## config.mk

```make
export PLATFORM = sky130hd
export DESIGN_NAME = psi_div
export DESIGN_NICKNAME = d
export VERILOG_FILES = /design/src/design/assert_macros.svh /design/src/design/psi_div.sv
export SDC_FILE = /design/constraint.sdc
export NUM_CORES = 1
export LEC_CHECK = 0
export ABC_AREA = 1
export BUFFER_PORTS_ARGS = -buffer_cell sky130_fd_sc_hd__buf_4
export CORE_ASPECT_RATIO = 1.25
export CORE_MARGIN = 1
export CORE_UTILIZATION = 30
export DETAILED_ROUTE_END_ITERATION = 12
export PLACE_DENSITY = 0.52
export REMOVE_ABC_BUFFERS = 1
export SLEW_MARGIN = 20
export SYNTH_ARGS = -nofsm -noshare
export SYNTH_HDL_FRONTEND = slang
export SYNTH_SLANG_ARGS = --single-unit
```

## constraint.sdc

```tcl
create_clock -name clock -period 14.4 [get_ports clock]
set_clock_uncertainty 0.05 [all_clocks]
set_input_delay 2.16 -clock clock [delete_from_list [all_inputs] [get_ports clock]]
set_output_delay 2.16 -clock clock [all_outputs]
set_load 0.01 [all_outputs]
```

## src/design/assert_macros.svh

```systemverilog
// assertion macros shared by the polyline self-intersection test rtl
// expects clock and reset signals in the scope of every use
`ifndef ASSERT_MACROS_SVH
`define ASSERT_MACROS_SVH
`ifndef SYNTH
`define ASSERT_IMP(lbl, ante, cons, msg) \
   lbl: assert property (@(posedge clock) disable iff (reset) (ante) |-> (cons)) else $error(msg);
`define ASSERT_NXT(lbl, ante, cons, msg) \
   lbl: assert property (@(posedge clock) disable iff (reset) (ante) |=> (cons)) else $error(msg);
`else
`define ASSERT_IMP(lbl, ante, cons, msg)
`define ASSERT_NXT(lbl, ante, cons, msg)
`endif
`endif

```

## src/design/psi_div.sv

```systemverilog
// iterative restoring divider giving num/den clamped to [0, one] in fixed point
// no dependencies; one quotient bit per cycle
module psi_div #(
   parameter int ACC_W     = 52,
   parameter int FRAC_BITS = 16
) (
   input  logic                    clock,
   input  logic                    reset,
   input  logic                    start,
   input  logic signed [ACC_W-1:0] num,
   input  logic signed [ACC_W-1:0] den,
   output logic                    done,
   output logic [FRAC_BITS:0]      quot
);

   localparam int CW = $clog2(FRAC_BITS + 1);
   localparam logic [FRAC_BITS:0] ONE_Q = (FRAC_BITS + 1)'(1) << FRAC_BITS;

   logic             busy_ff, busy_in;
   logic             done_ff, done_in;
   logic [CW-1:0]    cnt_ff, cnt_in;
   logic [ACC_W:0]   rem_ff, rem_in;
   logic [ACC_W-1:0] den_ff, den_in;
   logic [FRAC_BITS:0] q_ff, q_in;

   logic [ACC_W-1:0] un, ud;
   logic [ACC_W:0]   rem2;
   logic             ge;

   always_comb begin
      un   = num[ACC_W-1] ? ACC_W'(-num) : ACC_W'(num);
      ud   = den[ACC_W-1] ? ACC_W'(-den) : ACC_W'(den);
      rem2 = {rem_ff[ACC_W-1:0], 1'b0};
      ge   = rem2 >= {1'b0, den_ff};
      busy_in = busy_ff;
      done_in = 1'b0;
      cnt_in  = cnt_ff;
      rem_in  = rem_ff;
      den_in  = den_ff;
      q_in    = q_ff;
      if (start) begin
         if (num == '0 || (num[ACC_W-1] != den[ACC_W-1])) begin
            q_in    = '0;
            done_in = 1'b1;
         end else if (un >= ud) begin
            q_in    = ONE_Q;
            done_in = 1'b1;
         end else begin
            rem_in  = {1'b0, un};
            den_in  = ud;
            q_in    = '0;
            cnt_in  = CW'(FRAC_BITS);
            busy_in = 1'b1;
         end
      end else if (busy_ff) begin
         rem_in = ge ? rem2 - {1'b0, den_ff} : rem2;
         q_in   = {q_ff[FRAC_BITS-1:0], ge};
         cnt_in = cnt_ff - CW'(1);
         if (cnt_ff == CW'(1)) begin
            busy_in = 1'b0;
            done_in = 1'b1;
         end
      end
   end

   always_ff @(posedge clock) begin
      if (reset) begin
         busy_ff <= 1'b0;
         done_ff <= 1'b0;
      end else begin
         busy_ff <= busy_in;
         done_ff <= done_in;
      end
   end

   always_ff @(posedge clock) begin
      cnt_ff <= cnt_in;
      rem_ff <= rem_in;
      den_ff <= den_in;
      q_ff   <= q_in;
   end

   assign done = done_ff;
   assign quot = q_ff;

endmodule

```

# == After elaboration in Yosys (flattened, before gate mapping) ==
# Cells that the tools add are included.
# Widths: inputs -> output; s select.
# totals
word_cells,49
ff_bits,128
output_inout_bits,18
# classes
bitwise_logic,2
mux,25
n_lt_le_gt_ge,2
n_reduce_logical,6
eq_ne,4
addsub,4
# ops
cell,n
$mux 52,7
$neg 52->52,2
$mux 17,4
$ge 53x52->1,1
$ge 52x52->1,1
$logic_not 52->1,1
$sub 52x52->52,1
$mux 5,4
$mux 1,10
$reduce_and 3->1,2
$eq 5x1->1 const B,1
$sub 5x1->5 const B,1
$ne 2x2->1 const B,2
$not 1->1,2
$reduce_and 2->1,1
$reduce_bool 2->1,1
$logic_or 1x1->1,1
$ne 1x1->1,1

# == Logic depth before layout (Yosys ltp) ==
# Gate-level depths: netlist (run 1).
# depth
ltp_word,6
depth_mapped,25

# == Worst setup path after synthesis (run 1) ==
# Ideal clock, no wire load.
# synth_timing
path_kind,input to register
start,input port den[1]
end,"register cnt_ff[0], enable pin"
n_path_buf,0
stages,24
arrival_time_ns,6.945
setup_ns,0.472
path_slack_ns,6.933
required_time_ns,13.878
path_cell_list,inv_1 ha_1 nand2_1 nor2_1 nand3_1 nor2_1 nand3_1 o21ai_1 nand2_1 a21oi_1 xor2_1 inv_1 ha_1 nand2_1 nor2_1 nand2_1 nor2_1 nand3_1 nor2_1 nor2_1 nand2_1 o21bai_1 nand2_1 nor2_1
# synth_via
elab_chain_cells,5
# synth_lines
element,line_no,rtl
start: declaration,psi_div.sv:11,"input logic signed [ACC_W-1:0] den,"
$neg 52->52,psi_div.sv:32,ud = den[ACC_W-1] ? ACC_W'(-den) : ACC_W'(den);
$mux 52,psi_div.sv:32,
named net ud[46],psi_div.sv:26,"logic [ACC_W-1:0] un, ud;"
$ge 52x52->1,psi_div.sv:45,end else if (un >= ud) begin
$ne 2x2->1 (no source line),n/a,
$reduce_and 3->1 (no source line),n/a,
end signal: assignment,psi_div.sv:77,cnt_ff <= cnt_in;
end: declaration,psi_div.sv:21,"logic [CW-1:0] cnt_ff, cnt_in;"
# The timed path passes the listed nets, and every way through them passes these cells.
# A chain may end at the register's enable or synchronous reset.

# == Worst setup path after layout (run 1) ==
# layout_timing
start,input port num[0]
end,"register rem_ff[0], enable pin"
# layout_via
elab_chain_cells,5
# layout_lines
element,line_no,rtl
start: declaration,psi_div.sv:10,"input logic signed [ACC_W-1:0] num,"
$neg 52->52,psi_div.sv:31,un = num[ACC_W-1] ? ACC_W'(-num) : ACC_W'(num);
$mux 52,psi_div.sv:31,
$ge 52x52->1,psi_div.sv:45,
$ne 2x2->1 (no source line),n/a,
$reduce_and 3->1 (no source line) *,n/a,
end signal: assignment,psi_div.sv:78,rem_ff <= rem_in;
end: declaration,psi_div.sv:22,"logic [ACC_W:0] rem_ff, rem_in;"
# Every way passes the cells marked *; elsewhere a longest branch is shown, timed or not.

==> summary.json, run 1 <==
{
  "clock_tree": {
    "max-clock-path-buffers": 2,
    "clock_insertion_delay_worst_skew_ns": 0.44,
    "cts_hold_repair.buffers": 0,
    "path_clk_slew_ns": 0.06,
    "ctsRootBufferMaster": "sky130_fd_sc_hd__clkbuf_16",
    "cts.htree.levels": 4,
    "numCtsBuffers": 17,
    "cts_repair_resize_count": 0,
    "cts_tree": "done",
    "cts.sink_count": 128,
    "post-cts-setup-buffer-count": 0
  },
  "yosys": {
    "most_frequently_used_flop_master_after_synthesis": "sky130_fd_sc_hd__edfxtp_1",
    "yosys.area_share.xor_xnor_pct": 6.64,
    "synth_adder_area_share_pct": 9.04,
    "avgSynthCellArea_um2": 6.16,
    "yosys_cell_types": 46,
    "largest_family_of_logic_cells_by_synthesized_area": "simple AND/OR/NAND/NOR gates",
    "synthesis.yosys.warnings": 0,
    "syn-instance-count": 2462,
    "synth_top_cells_by_area": "sky130_fd_sc_hd__edfxtp_1 (25%), sky130_fd_sc_hd__nand2_1 (19%), sky130_fd_sc_hd__inv_1 (13%), sky130_fd_sc_hd__ha_1 (8.9%), sky130_fd_sc_hd__nor2_1 (6.0%)",
    "synth_largest_type_area_fraction_pct": 25.0,
    "netlist_area_before_placement_um2": 15200,
    "edff_count_synth": 126,
    "synth.ff_latch_count": 128,
    "synth_simple_gate_area_share_pct": 38.3,
    "synth_area_in_compound_gates_pct": 5.54,
    "synth_async_sr_flop_share_pct": 0,
    "yosys-mux-area-fraction_pct": 0,
    "yosysSeqAreaShare_pct": 25.2,
    "yosys.area.top_type": "sky130_fd_sc_hd__edfxtp_1"
  },
  "sta": {
    "worst-slew-pin-transition_ns": 0.880,
    "final_period_minus_worst_setup_slack_ns": 6.41,
    "fmax_ghz": 0.156,
    "rsz0062_at_grt": "no",
    "maxSlewHeadroom_pct": 41.3,
    "timing_hold_violations_final": 0,
    "final.period_utilization_pct": 44.5,
    "report.final.slew_viol_count": 0,
    "tns_ns": 0,
    "setup_violations": 0
  },
  "layout": {
    "final.fill_count": 5573,
    "fin_util_pct": 34.9,
    "drive_gt1_share_pct": 8.46,
    "layout.cells.most_common": "sky130_fd_sc_hd__nand2_1",
    "most-common-layout-cells": "sky130_fd_sc_hd__nand2_1 (762), sky130_fd_sc_hd__inv_1 (542), sky130_fd_sc_hd__nor2_1 (241)",
    "finalNonFillerCells": 3229,
    "finalNetCount": 2781,
    "stdcell_area_um2": 17300,
    "insertedDiodeCount": 0,
    "syn2layout_area_growth_pct": 14.4
  },
  "drt": {
    "dr.pass1.iters": 7,
    "routed_wirelength_um": 57800,
    "wl_per_cell_um": 17.9,
    "ant_nets": 0,
    "via_per_inst": 4.77,
    "routed-via-count": 15400,
    "drt_drc_violations_left": 0,
    "drt-initial-drc-count": 1043
  },
  "power_and_ir_drop": {
    "p_sw_share_pct": 43.3,
    "internal_power_w": 0.00102,
    "irDropWorstVdd_v": 0.0000888,
    "leakagePower_nw": 9.27,
    "power.clock.fraction_pct": 24.6,
    "power.sequential.fraction_pct": 28.0,
    "power_switching_w": 0.000778,
    "power_per_cell_area_nw_per_um2": 104,
    "power.combinational.fraction_pct": 47.4
  },
  "global_route": {
    "first_pass_grt_wire_length_um": 88000,
    "grt_start_max_net_pins": 67,
    "via_count_of_the_first_global_routing_pass": 15200,
    "track_usage_pct": 22.8,
    "grt_antenna_before_repair": 0,
    "grt-ovfl-total": 0
  },
  "worst_setup_path": {
    "worst_setup_path_end_kind": "flip-flop",
    "critical_path_data_required_time_ns": 14.42,
    "worstSetupPathType": "in2reg",
    "critical_path.max_fanout": 57,
    "worstSetupStartpointType": "input port",
    "worst_ep_arrival_time_ns": 6.43
  },
  "placed_design": {
    "buffer_ports.inserted": 124,
    "place_hpwl_um": 48700,
    "dpl_cell_area_um2": 16800,
    "place.detailed.instances": 3197,
    "gp_routability_congestion": 0.989
  },
  "floorplan": {
    "std_cell_rows": 91,
    "initial_core_util_pct": 30.5,
    "fp.dieArea_um2": 51500,
    "design.portCount": 125,
    "die-height_um": 253,
    "floorplan.die.width_um": 203,
    "core_um2": 49600
  },
  "hold_path": {
    "min_path_type": "reg2reg"
  },
  "job": {
    "maxCapViolCount": 0
  },
  "outcome": {
    "outcome": "completed"
  }
}
## power groups by stage
stage | Clock (W) | Combinational (W) | Sequential, W
after floorplan | 0 | 0.000574 | 0.000506
after global placement | 0 | 0.000843 | 0.000510
after detailed placement | 0 | 0.000845 | 0.000511
after CTS | 0.000455 | 0.000850 | 0.000504
after global routing | 0.000468 | 0.000963 | 0.000509
final | 0.000442 | 0.000852 | 0.000503
## per-stage QoR
stage	worst slack, ns	power, W	hold WS [ns]
after floorplan	6.93	0.00108	0.403
after global placement	7.51	0.00135	0.435
after detailed placement	7.57	0.00136	0.420
after CTS	8.02	0.00181	0.429
after global routing	7.55	0.00194	0.446
final	7.99	0.00180	0.430
## per-layer routing
layer / part of all wire [%] / track usage (%)
met1: 44 / 28.1
met2: 49 / 40.6
met3: 3.3 / 1.67
met4: 3.6 / 9.34
met5: 0 / 0
## sequential cells by signal (all words and copies together) (netlist names)
register	count
done	1
cnt_ff	5
rem_ff	52
quot	17
busy_ff	1
den_ff	52
## critical path, cell delays in order
cell and delay, ns:
sky130_fd_sc_hd__buf_4 0.11, sky130_fd_sc_hd__inv_1 0.12, sky130_fd_sc_hd__ha_1 0.23, sky130_fd_sc_hd__nand4_1 0.24, sky130_fd_sc_hd__nor2_1 0.32, sky130_fd_sc_hd__nand4_1 0.24
sky130_fd_sc_hd__o21ai_1 0.45, sky130_fd_sc_hd__o21ai_0 0.21, sky130_fd_sc_hd__xor2_1 0.31, sky130_fd_sc_hd__ha_1 0.31, sky130_fd_sc_hd__nand4_1 0.13, sky130_fd_sc_hd__inv_1 0.06
sky130_fd_sc_hd__a21oi_1 0.13, sky130_fd_sc_hd__nand2_1 0.11, sky130_fd_sc_hd__nand2_1 0.07, sky130_fd_sc_hd__nand2_1 0.07, sky130_fd_sc_hd__o21bai_1 0.23, sky130_fd_sc_hd__nand2_1 0.13
sky130_fd_sc_hd__nor2_4 0.11, sky130_fd_sc_hd__buf_4 0.62
## cell families (layout without fill, tap and decap cells)
kind of cell / after synthesis / in the layout
and+or+nand+nor: 1351 / 1351
buffers and inverters: 606 / 722
AOI/OAI and AO/OA: 153 / 153
DFF: 128 / 128
xor gates and xnor gates: 115 / 115
adders and majority gates: 109 / 109
## path summary, 6_finish.rpt
kind	cells past startpoint	from	slack [ns]	to
setup / recovery	20	num[0]	7.99	rem_ff[0]
hold / removal	2	busy_ff	0.43	busy_ff
setup reg to reg	11	rem_ff[17]	10.33	rem_ff[33]
hold reg to reg	2	busy_ff	0.43	busy_ff
## Yosys cell counts (4+ instances only)
cell                       number
sky130_fd_sc_hd__nand2_2        7
sky130_fd_sc_hd__nand3b_1      13
sky130_fd_sc_hd__nor2_2         7
sky130_fd_sc_hd__nand2_1      762
sky130_fd_sc_hd__clkbuf_1      30
sky130_fd_sc_hd__o21bai_1       6
sky130_fd_sc_hd__a21oi_1       62
sky130_fd_sc_hd__or2_2          7
sky130_fd_sc_hd__nor3_1        27
sky130_fd_sc_hd__inv_2         15
sky130_fd_sc_hd__inv_1        544
sky130_fd_sc_hd__xor2_1        82
sky130_fd_sc_hd__edfxtp_1     126
sky130_fd_sc_hd__a21boi_0       4
sky130_fd_sc_hd__nand3_2       12
sky130_fd_sc_hd__buf_1          9
sky130_fd_sc_hd__nand3_1      158
sky130_fd_sc_hd__and2_1         5
sky130_fd_sc_hd__xnor2_1       33
sky130_fd_sc_hd__ha_1         108
sky130_fd_sc_hd__nor2_1       242
sky130_fd_sc_hd__o21ai_0       65
sky130_fd_sc_hd__nor4_1        14
sky130_fd_sc_hd__nand4_1       89
## cell type report
type	count	area, µm²	share of cell area [%]
clock buffer	19	433	2.50
clock inverter	13	155	0.895
inverter	561	2110	12.1
multi-input combinational	1728	9040	52.1
sequential	128	3820	22.0
tap	651	815	4.70
timing repair buffer	129	968	5.58
Note: power is estimated with default switching activity, not from simulation.
==> inputs of run 2 (changes only) <==
Clock period 14.4 ns to 5.97 ns, I/O delays scaled along.
==> run 2 against run 1 <==
Sequential share of layout area hardly changed. Via count up 1.3%. Wire length grew 3.2%. Flip-flop and latch count unchanged. Critical path depth up 4. Die area unchanged. Clock-buffer cell count decreased by 2. Core utilization grew 0.076 points. Non-clock buffer count rose by 8.
==> summary.json, run 2 (synthesized netlist as in run 1, its figures left out) <==
{
  "worst_setup_path": {
    "worst-path-buf-inv": {"value": 6, "change": "+2"},
    "crit_chain": "buf_4 -> inv_1 -> ha_1 -> nand2_1 -> nor2_1 -> nand3_1 -> nor2_1 -> nand3_1 -> o21ai_1 -> nand2_1 -> a21oi_1 -> xor2_1 -> inv_1 -> ha_1 -> nand2_1 -> nor2_1 -> nand2_1 -> inv_1 -> a21boi_0 -> nand2_1 -> nor2_1 -> nand3_1 -> inv_2 -> buf_4",
    "critical_path_data_required_time": {"value": 5.99, "unit": "ns", "change": "-8.43 ns"},
    "worst_r2r_path_depth": {"value": 12, "change": "+1"},
    "setup.reg_to_reg.worst_slack": {"value": 2.13, "unit": "ns", "change": "-8.20 ns"},
    "critPathMaxStageDelay": {"value": 0.58, "unit": "ns", "change": "-0.04 ns"},
    "worst_setup_path_end_kind": "flip-flop",
    "critical_path_cell_count": {"value": 24, "change": "+20%"},
    "crit_slowest_cell": "sky130_fd_sc_hd__buf_4",
    "worst_ep_arrival_time": {"value": 5.03, "unit": "ns", "change": "-1.40 ns"},
    "regToRegStartpoint": "rem_ff[0]",
    "critical_path.max_fanout": {"value": 51, "change": "-11%"},
    "timing.rr.end": "rem_ff[33]",
    "cp_top_family": "simple AND/OR/NAND/NOR gates",
    "worstSetupStartpointType": "input port",
    "worstSetupPathType": "in2reg",
    "cp_most_frequent_cell": "sky130_fd_sc_hd__nand2_1"
  },
  "sta": {
    "final.period_utilization_pct": 84.0,
    "setup_violations": {"value": 0, "change": "unchanged"},
    "report.final.slew_viol_count": {"value": 0, "change": "unchanged"},
    "worst-slew-pin-transition": {"value": 0.849, "unit": "ns", "change": "-0.0315 ns"},
    "final_period_minus_worst_setup_slack_ns": 5.02,
    "maxSlewHeadroom": {"value": 42.9, "unit": "%", "change": "+1.6 points"},
    "timing_hold_violations_final": {"value": 0, "change": "unchanged"},
    "rsz0062_at_grt": "no",
    "fmax_ghz": 0.199
  },
  "power_and_ir_drop": {
    "irDropWorstVdd": {"value": 0.000208, "unit": "V", "change": "+130%"},
    "leakagePower": {"value": 9.31, "unit": "nW", "change": "+0.43%"},
    "power_per_cell_area": {"value": 249, "unit": "nW/µm²", "change": "+140%"}
  },
  "global_route": {
    "grt_antenna_before_repair": {"value": 0, "change": "unchanged"},
    "grt-ovfl-total": {"value": 0, "change": "unchanged"},
    "grt_start_max_net_pins": {"value": 65, "change": "-3.0%"},
    "track_usage": {"value": 23.5, "unit": "%", "change": "+0.70 points"},
    "first_pass_grt_wire_length": {"value": 89900, "unit": "µm", "change": "+2.2%"},
    "via_count_of_the_first_global_routing_pass": {"value": 15400, "change": "+1.5%"}
  },
  "floorplan": {
    "design.portCount": {"value": 125, "change": "unchanged"},
    "fp.dieArea": {"value": 51500, "unit": "µm²", "change": "unchanged"},
    "core": {"value": 49600, "unit": "µm²", "change": "unchanged"},
    "die-height": {"value": 253, "unit": "µm", "change": "unchanged"},
    "floorplan.die.width": {"value": 203, "unit": "µm", "change": "unchanged"},
    "std_cell_rows": {"value": 91, "change": "unchanged"},
    "initial_core_util": {"value": 30.5, "unit": "%", "change": "unchanged"}
  },
  "layout": {
    "final.fill_count": {"value": 5593, "change": "+0.36%"},
    "drive_gt1_share": {"value": 8.82, "unit": "%", "change": "+0.36 points"},
    "insertedDiodeCount": {"value": 0, "change": "unchanged"},
    "most-common-layout-cells": "sky130_fd_sc_hd__nand2_1 (762), sky130_fd_sc_hd__inv_1 (542), sky130_fd_sc_hd__nor2_1 (241)",
    "layout.cells.most_common": "sky130_fd_sc_hd__nand2_1",
    "syn2layout_area_growth_pct": 14.6,
    "fin_util": {"value": 35.0, "unit": "%", "change": "+0.076 points"},
    "finalNetCount": {"value": 2789, "change": "+0.29%"},
    "stdcell_area": {"value": 17400, "unit": "µm²", "change": "+0.22%"}
  },
  "hold_path": {
    "min_from": "busy_ff",
    "min_path_type": "reg2reg",
    "worstHoldEndpoint": "busy_ff",
    "timing.hold.worst_path_depth": {"value": 2, "change": "unchanged"}
  },
  "drt": {
    "drt-initial-drc-count": {"value": 1094, "change": "+4.9%"},
    "wl_per_cell": {"value": 18.4, "unit": "µm", "change": "+2.9%"},
    "highest_layer": "met4",
    "routed-via-count": {"value": 15600, "change": "+1.3%"},
    "via_per_inst": {"value": 4.82, "change": "+1.0%"},
    "ant_nets": {"value": 0, "change": "unchanged"},
    "routed_wirelength": {"value": 59700, "unit": "µm", "change": "+3.2%"},
    "drt_drc_violations_left": {"value": 0, "change": "unchanged"},
    "routed-wl-met2": {"value": 29100, "unit": "µm", "change": "+2.6%"},
    "route.met3.wl": {"value": 2010, "unit": "µm", "change": "+4.3%"},
    "wl_met1": {"value": 25800, "unit": "µm", "change": "+1.4%"},
    "dr.pass1.iters": {"value": 6, "change": "-1"}
  },
  "clock_tree": {
    "cts.htree.levels": {"value": 4, "change": "unchanged"},
    "max-clock-path-buffers": {"value": 2, "change": "unchanged"},
    "clock_insertion_delay_worst_skew": {"value": 0.44, "unit": "ns", "change": "about the same"},
    "cts_hold_repair.buffers": {"value": 0, "change": "unchanged"},
    "cts_repair_resize_count": {"value": 0, "change": "unchanged"},
    "ctsRootBufferMaster": "sky130_fd_sc_hd__clkbuf_16",
    "path_clk_slew": {"value": 0.07, "unit": "ns", "change": "about the same"},
    "post-cts-setup-buffer-count": {"value": 0, "change": "unchanged"},
    "cts.sink_count": {"value": 128, "change": "unchanged"},
    "numCtsBuffers": {"value": 17, "change": "unchanged"},
    "cts_tree": "done"
  },
  "placed_design": {
    "buffer_ports.inserted": {"value": 124, "change": "unchanged"},
    "gp_routability_congestion": {"value": 0.979, "change": "-1.0%"},
    "dpl_cell_area": {"value": 16800, "unit": "µm²", "change": "+0.39%"},
    "place_hpwl": {"value": 49900, "unit": "µm", "change": "+2.4%"}
  },
  "job": {
    "maxCapViolCount": {"value": 0, "change": "unchanged"}
  },
  "outcome": {
    "outcome": "completed"
  }
}
-- run 2: through the flow --
step                power (W)  setup TNS (ns)  setup WS, ns  instances  hold WS (ns)
global placement      0.00328               0         0.614       3205         0.456
detailed placement    0.00330               0         0.511       3205         0.467
finish                0.00432               0         0.953       3237         0.471
CTS                   0.00435               0         0.976       3237         0.479
global route          0.00465               0         0.586       3237         0.495
floorplan             0.00260          -13.26        -0.233       2417         0.403
-- run 2: routing by layer --
layer | GRT usage (%) | up-vias
met5 | 0 | -
met3 | 1.42 | 100
li1 | - | 7888
met1 | 28.6 | 7163
met2 | 41.7 | 451
met4 | 11.6 | 0
-- run 2: layout make-up --
cell class / instances / area, µm² / area share (%)
Multi-Input combinational cell: 1728 / 9040 / 52.0
Sequential cell: 128 / 3820 / 22.0
Inverter: 561 / 2110 / 12.1
Timing Repair Buffer: 137 / 1040 / 5.99
Tap cell: 651 / 815 / 4.69
Clock buffer: 17 / 425 / 2.45
Clock inverter: 15 / 135 / 0.777
-- run 2: how the worst max path moves through the flow --
stage                       from         end  slack [ns]
after global routing      den[0]  den_ff[19]        0.59
final                     den[0]   den_ff[8]        0.95
after floorplan           den[1]   cnt_ff[0]       -0.23
after global placement    num[0]   den_ff[0]        0.61
after CTS                 den[0]   den_ff[5]        0.98
after detailed placement  den[0]   den_ff[0]        0.51
-- run 2: report_power, final --
part           switching [W]  internal, W
Combinational        0.00139     0.000688
Clock               0.000478     0.000551
Sequential         0.0000620      0.00115
-- run 2: tightest hold or removal path, stage by stage (launching register included) --
cell	delay (ns)
sky130_fd_sc_hd__dfxtp_1	0.33
sky130_fd_sc_hd__nand2_1	0.08
sky130_fd_sc_hd__a21oi_1	0.07
==> inputs of run 3 (changes only) <==
Clock period 5.97 ns to 5.06 ns, I/O delays scaled along.
==> run 3 against run 2 <==
Die area is the same. Clock power rose by 22%. Register-to-register slack worse by 0.49 ns. Critical path depth is 1 lower. Critical path type unchanged.
==> summary.json, run 3 (synthesized netlist as in run 1, its figures left out) <==
{
  "placed_design": {
    "gp_routability_congestion": {"value": 1.00, "change": "+2.7%"},
    "place_ws": {"value": 0.225, "unit": "ns", "change": "-0.286 ns"},
    "buffer_ports.inserted": {"value": 124, "change": "unchanged"},
    "place_hpwl": {"value": 49400, "unit": "µm", "change": "-0.99%"}
  },
  "sta": {
    "whs": {"value": 0.442, "unit": "ns", "change": "-0.0285 ns"},
    "maxSlewHeadroom": {"value": 47.9, "unit": "%", "change": "+5.0 points"},
    "setup_violations": {"value": 0, "change": "unchanged"},
    "final.period_utilization_pct": 88.7,
    "final_period_minus_worst_setup_slack_ns": 4.49,
    "worst-slew-pin-transition": {"value": 0.781, "unit": "ns", "change": "-0.0677 ns"},
    "fmax_ghz": 0.223,
    "final.setup.worst_slack": {"value": 0.572, "unit": "ns", "change": "-0.381 ns"},
    "report.final.slew_viol_count": {"value": 0, "change": "unchanged"},
    "rsz0062_at_grt": "no",
    "timing_hold_violations_final": {"value": 0, "change": "unchanged"}
  },
  "power_and_ir_drop": {
    "power.total": {"value": 0.00514, "unit": "W", "change": "+19%"},
    "power.combinational.fraction": {"value": 47.6, "unit": "%", "change": "-0.5 points"},
    "power_per_cell_area": {"value": 293, "unit": "nW/µm²", "change": "+18%"},
    "irDropWorstVdd": {"value": 0.000217, "unit": "V", "change": "+4.5%"},
    "power.sequential.fraction": {"value": 27.8, "unit": "%", "change": "-0.3 points"},
    "leakagePower": {"value": 9.42, "unit": "nW", "change": "+1.1%"},
    "power.clock.fraction": {"value": 24.5, "unit": "%", "change": "+0.7 points"},
    "p_sw_share": {"value": 43.1, "unit": "%", "change": "-1.5 points"},
    "power_switching": {"value": 0.00222, "unit": "W", "change": "+15%"},
    "internal_power": {"value": 0.00292, "unit": "W", "change": "+22%"}
  },
  "worst_setup_path": {
    "regToRegStartpoint": "rem_ff[18]",
    "crit_slowest_cell": "sky130_fd_sc_hd__nor3_1",
    "critPathMaxStageDelay": {"value": 0.52, "unit": "ns", "change": "-0.06 ns"},
    "crit_chain": "buf_4 -> inv_1 -> ha_1 -> nand2_1 -> nor2_1 -> nand2_1 -> nor2_1 -> inv_1 -> nor3_1 -> xor2_1 -> nand2_1 -> o21ai_0 -> inv_1 -> ha_1 -> nand2_1 -> o21a_1 -> nand2_1 -> a21boi_0 -> nand2_1 -> o21bai_1 -> nand2_1 -> nor2_4 -> buf_12",
    "timing.rr.end": "rem_ff[28]",
    "critical_path.max_fanout": {"value": 41, "change": "-20%"},
    "worst-path-buf-inv": {"value": 5, "change": "-1"},
    "critical_path_data_required_time": {"value": 5.12, "unit": "ns", "change": "-0.87 ns"},
    "cp_most_frequent_cell": "sky130_fd_sc_hd__nand2_1",
    "worstSetupPathType": "in2reg",
    "setup.reg_to_reg.worst_slack": {"value": 1.64, "unit": "ns", "change": "-0.49 ns"},
    "worst_setup_path_end_kind": "flip-flop",
    "cp_top_family": "simple AND/OR/NAND/NOR gates",
    "worst_ep_arrival_time": {"value": 4.55, "unit": "ns", "change": "-0.48 ns"},
    "worst_r2r_path_depth": {"value": 13, "change": "+1"},
    "worstSetupStartpointType": "input port"
  },
  "clock_tree": {
    "numCtsBuffers": {"value": 17, "change": "unchanged"},
    "ctsRootBufferMaster": "sky130_fd_sc_hd__clkbuf_16",
    "cts_tree": "done",
    "clock_insertion_delay_worst_skew": {"value": 0.43, "unit": "ns", "change": "about the same"},
    "cts_hold_repair.buffers": {"value": 0, "change": "unchanged"},
    "cts_repair_resize_count": {"value": 0, "change": "unchanged"},
    "cts.htree.levels": {"value": 4, "change": "unchanged"},
    "max-clock-path-buffers": {"value": 2, "change": "unchanged"},
    "path_clk_slew": {"value": 0.07, "unit": "ns", "change": "about the same"},
    "post-cts-setup-buffer-count": {"value": 0, "change": "unchanged"},
    "cts.sink_count": {"value": 128, "change": "unchanged"}
  },
  "layout": {
    "finalNetCount": {"value": 2807, "change": "+0.65%"},
    "fin_util": {"value": 35.4, "unit": "%", "change": "+0.37 points"},
    "drive_gt1_share": {"value": 9.41, "unit": "%", "change": "+0.59 points"},
    "most-common-layout-cells": "sky130_fd_sc_hd__nand2_1 (762), sky130_fd_sc_hd__inv_1 (542), sky130_fd_sc_hd__nor2_1 (241)",
    "insertedDiodeCount": {"value": 0, "change": "unchanged"},
    "syn2layout_area_growth_pct": 15.8,
    "final.fill_count": {"value": 5574, "change": "-0.34%"},
    "layout.cells.most_common": "sky130_fd_sc_hd__nand2_1"
  },
  "global_route": {
    "grt_antenna_before_repair": {"value": 0, "change": "unchanged"},
    "via_count_of_the_first_global_routing_pass": {"value": 15600, "change": "+0.89%"},
    "first_pass_grt_wire_length": {"value": 87900, "unit": "µm", "change": "-2.2%"},
    "track_usage": {"value": 22.6, "unit": "%", "change": "-0.82 points"},
    "grt_start_max_net_pins": {"value": 47, "change": "-28%"},
    "grt-ovfl-total": {"value": 0, "change": "unchanged"}
  },
  "drt": {
    "dr.pass1.iters": {"value": 6, "change": "unchanged"},
    "routed_wirelength": {"value": 57300, "unit": "µm", "change": "-4.0%"},
    "routed-via-count": {"value": 15300, "change": "-2.2%"},
    "wl_met1": {"value": 25100, "unit": "µm", "change": "-2.8%"},
    "drt_drc_violations_left": {"value": 0, "change": "unchanged"},
    "via_per_inst": {"value": 4.69, "change": "-2.8%"},
    "route.met3.wl": {"value": 1500, "unit": "µm", "change": "-25%"},
    "ant_nets": {"value": 0, "change": "unchanged"},
    "highest_layer": "met4",
    "routed-wl-met2": {"value": 27500, "unit": "µm", "change": "-5.4%"},
    "wl_per_cell": {"value": 17.6, "unit": "µm", "change": "-4.6%"},
    "drt-initial-drc-count": {"value": 866, "change": "-21%"}
  },
  "floorplan": {
    "core": {"value": 49600, "unit": "µm²", "change": "unchanged"},
    "design.portCount": {"value": 125, "change": "unchanged"},
    "die-height": {"value": 253, "unit": "µm", "change": "unchanged"},
    "fp.dieArea": {"value": 51500, "unit": "µm²", "change": "unchanged"},
    "std_cell_rows": {"value": 91, "change": "unchanged"},
    "initial_core_util": {"value": 30.5, "unit": "%", "change": "unchanged"},
    "floorplan.die.width": {"value": 203, "unit": "µm", "change": "unchanged"}
  },
  "outcome": {
    "outcome": "completed"
  },
  "hold_path": {
    "timing.hold.worst_path_depth": {"value": 2, "change": "unchanged"},
    "min_path_type": "reg2reg",
    "worstHoldEndpoint": "busy_ff",
    "min_from": "busy_ff"
  },
  "job": {
    "maxCapViolCount": {"value": 0, "change": "unchanged"}
  }
}
[run 3: cell types whose count changed in the layout (fill, tap and decap cells not counted)]
cell | before | now
sky130_fd_sc_hd__clkinvlp_4 | 2 | 3
sky130_fd_sc_hd__clkinv_2 | 1 | 0
sky130_fd_sc_hd__inv_6 | 7 | 5
sky130_fd_sc_hd__bufinv_16 | 0 | 2
sky130_fd_sc_hd__buf_4 | 136 | 153
sky130_fd_sc_hd__clkinv_1 | 2 | 3
sky130_fd_sc_hd__inv_8 | 4 | 3
sky130_fd_sc_hd__buf_12 | 1 | 2
[run 3: stage by stage]
step	instance area (µm²)	std cells	setup TNS (ns)
floorplan	15000	2417	-57.35
global route	17600	3255	0
global placement	17000	3223	0
CTS	17600	3255	0
finish	17600	3255	0
detailed placement	17000	3223	0
[run 3: cell type report]
cell class / count / area [µm²] / share of cell area, %
multi-input combinational: 1728 / 9040 / 51.4
timing repair buffer: 155 / 1190 / 6.77
sequential: 128 / 3820 / 21.8
clock inverter: 15 / 173 / 0.983
tap: 651 / 815 / 4.64
clock buffer: 17 / 425 / 2.42
inverter: 561 / 2110 / 12.0
[run 3: metal layers]
layer	vias up	track usage, %
li1	7934	-
met1	6899	27.4
met2	321	40.0
met3	97	1.38
met4	0	12.4
met5	-	0
[run 3: worst register-to-register path, delay by kind of cell, from the launching register on]
kind / cells / cell delay [ns]
and+or+nand+nor: 10 / 1.64
buffers and inverters: 2 / 0.68
DFF: 1 / 0.41
adders and majority gates: 1 / 0.38
[run 3: worst max path at each step]
| stage | start | end | slack [ns] | depth (start not counted) |
|---|---|---|---|---|
| finish | den[0] | rem_ff[15] | 0.57 | 23 |
| global route | den[0] | rem_ff[17] | 0.14 | 26 |
| CTS | den[0] | rem_ff[15] | 0.66 | 26 |
| detailed placement | den[0] | rem_ff[0] | 0.22 | 26 |
| global placement | den[0] | rem_ff[0] | 0.29 | 24 |
| floorplan | den[1] | cnt_ff[0] | -1.01 | 24 |
[run 3: power groups by stage]
stage | logic, W | clock network [W] | registers, W
after floorplan | 0.00163 | 0 | 0.00144
after global placement | 0.00243 | 0 | 0.00145
after detailed placement | 0.00244 | 0 | 0.00145
after CTS | 0.00245 | 0.00130 | 0.00143
after global routing | 0.00277 | 0.00133 | 0.00145
final | 0.00245 | 0.00126 | 0.00143
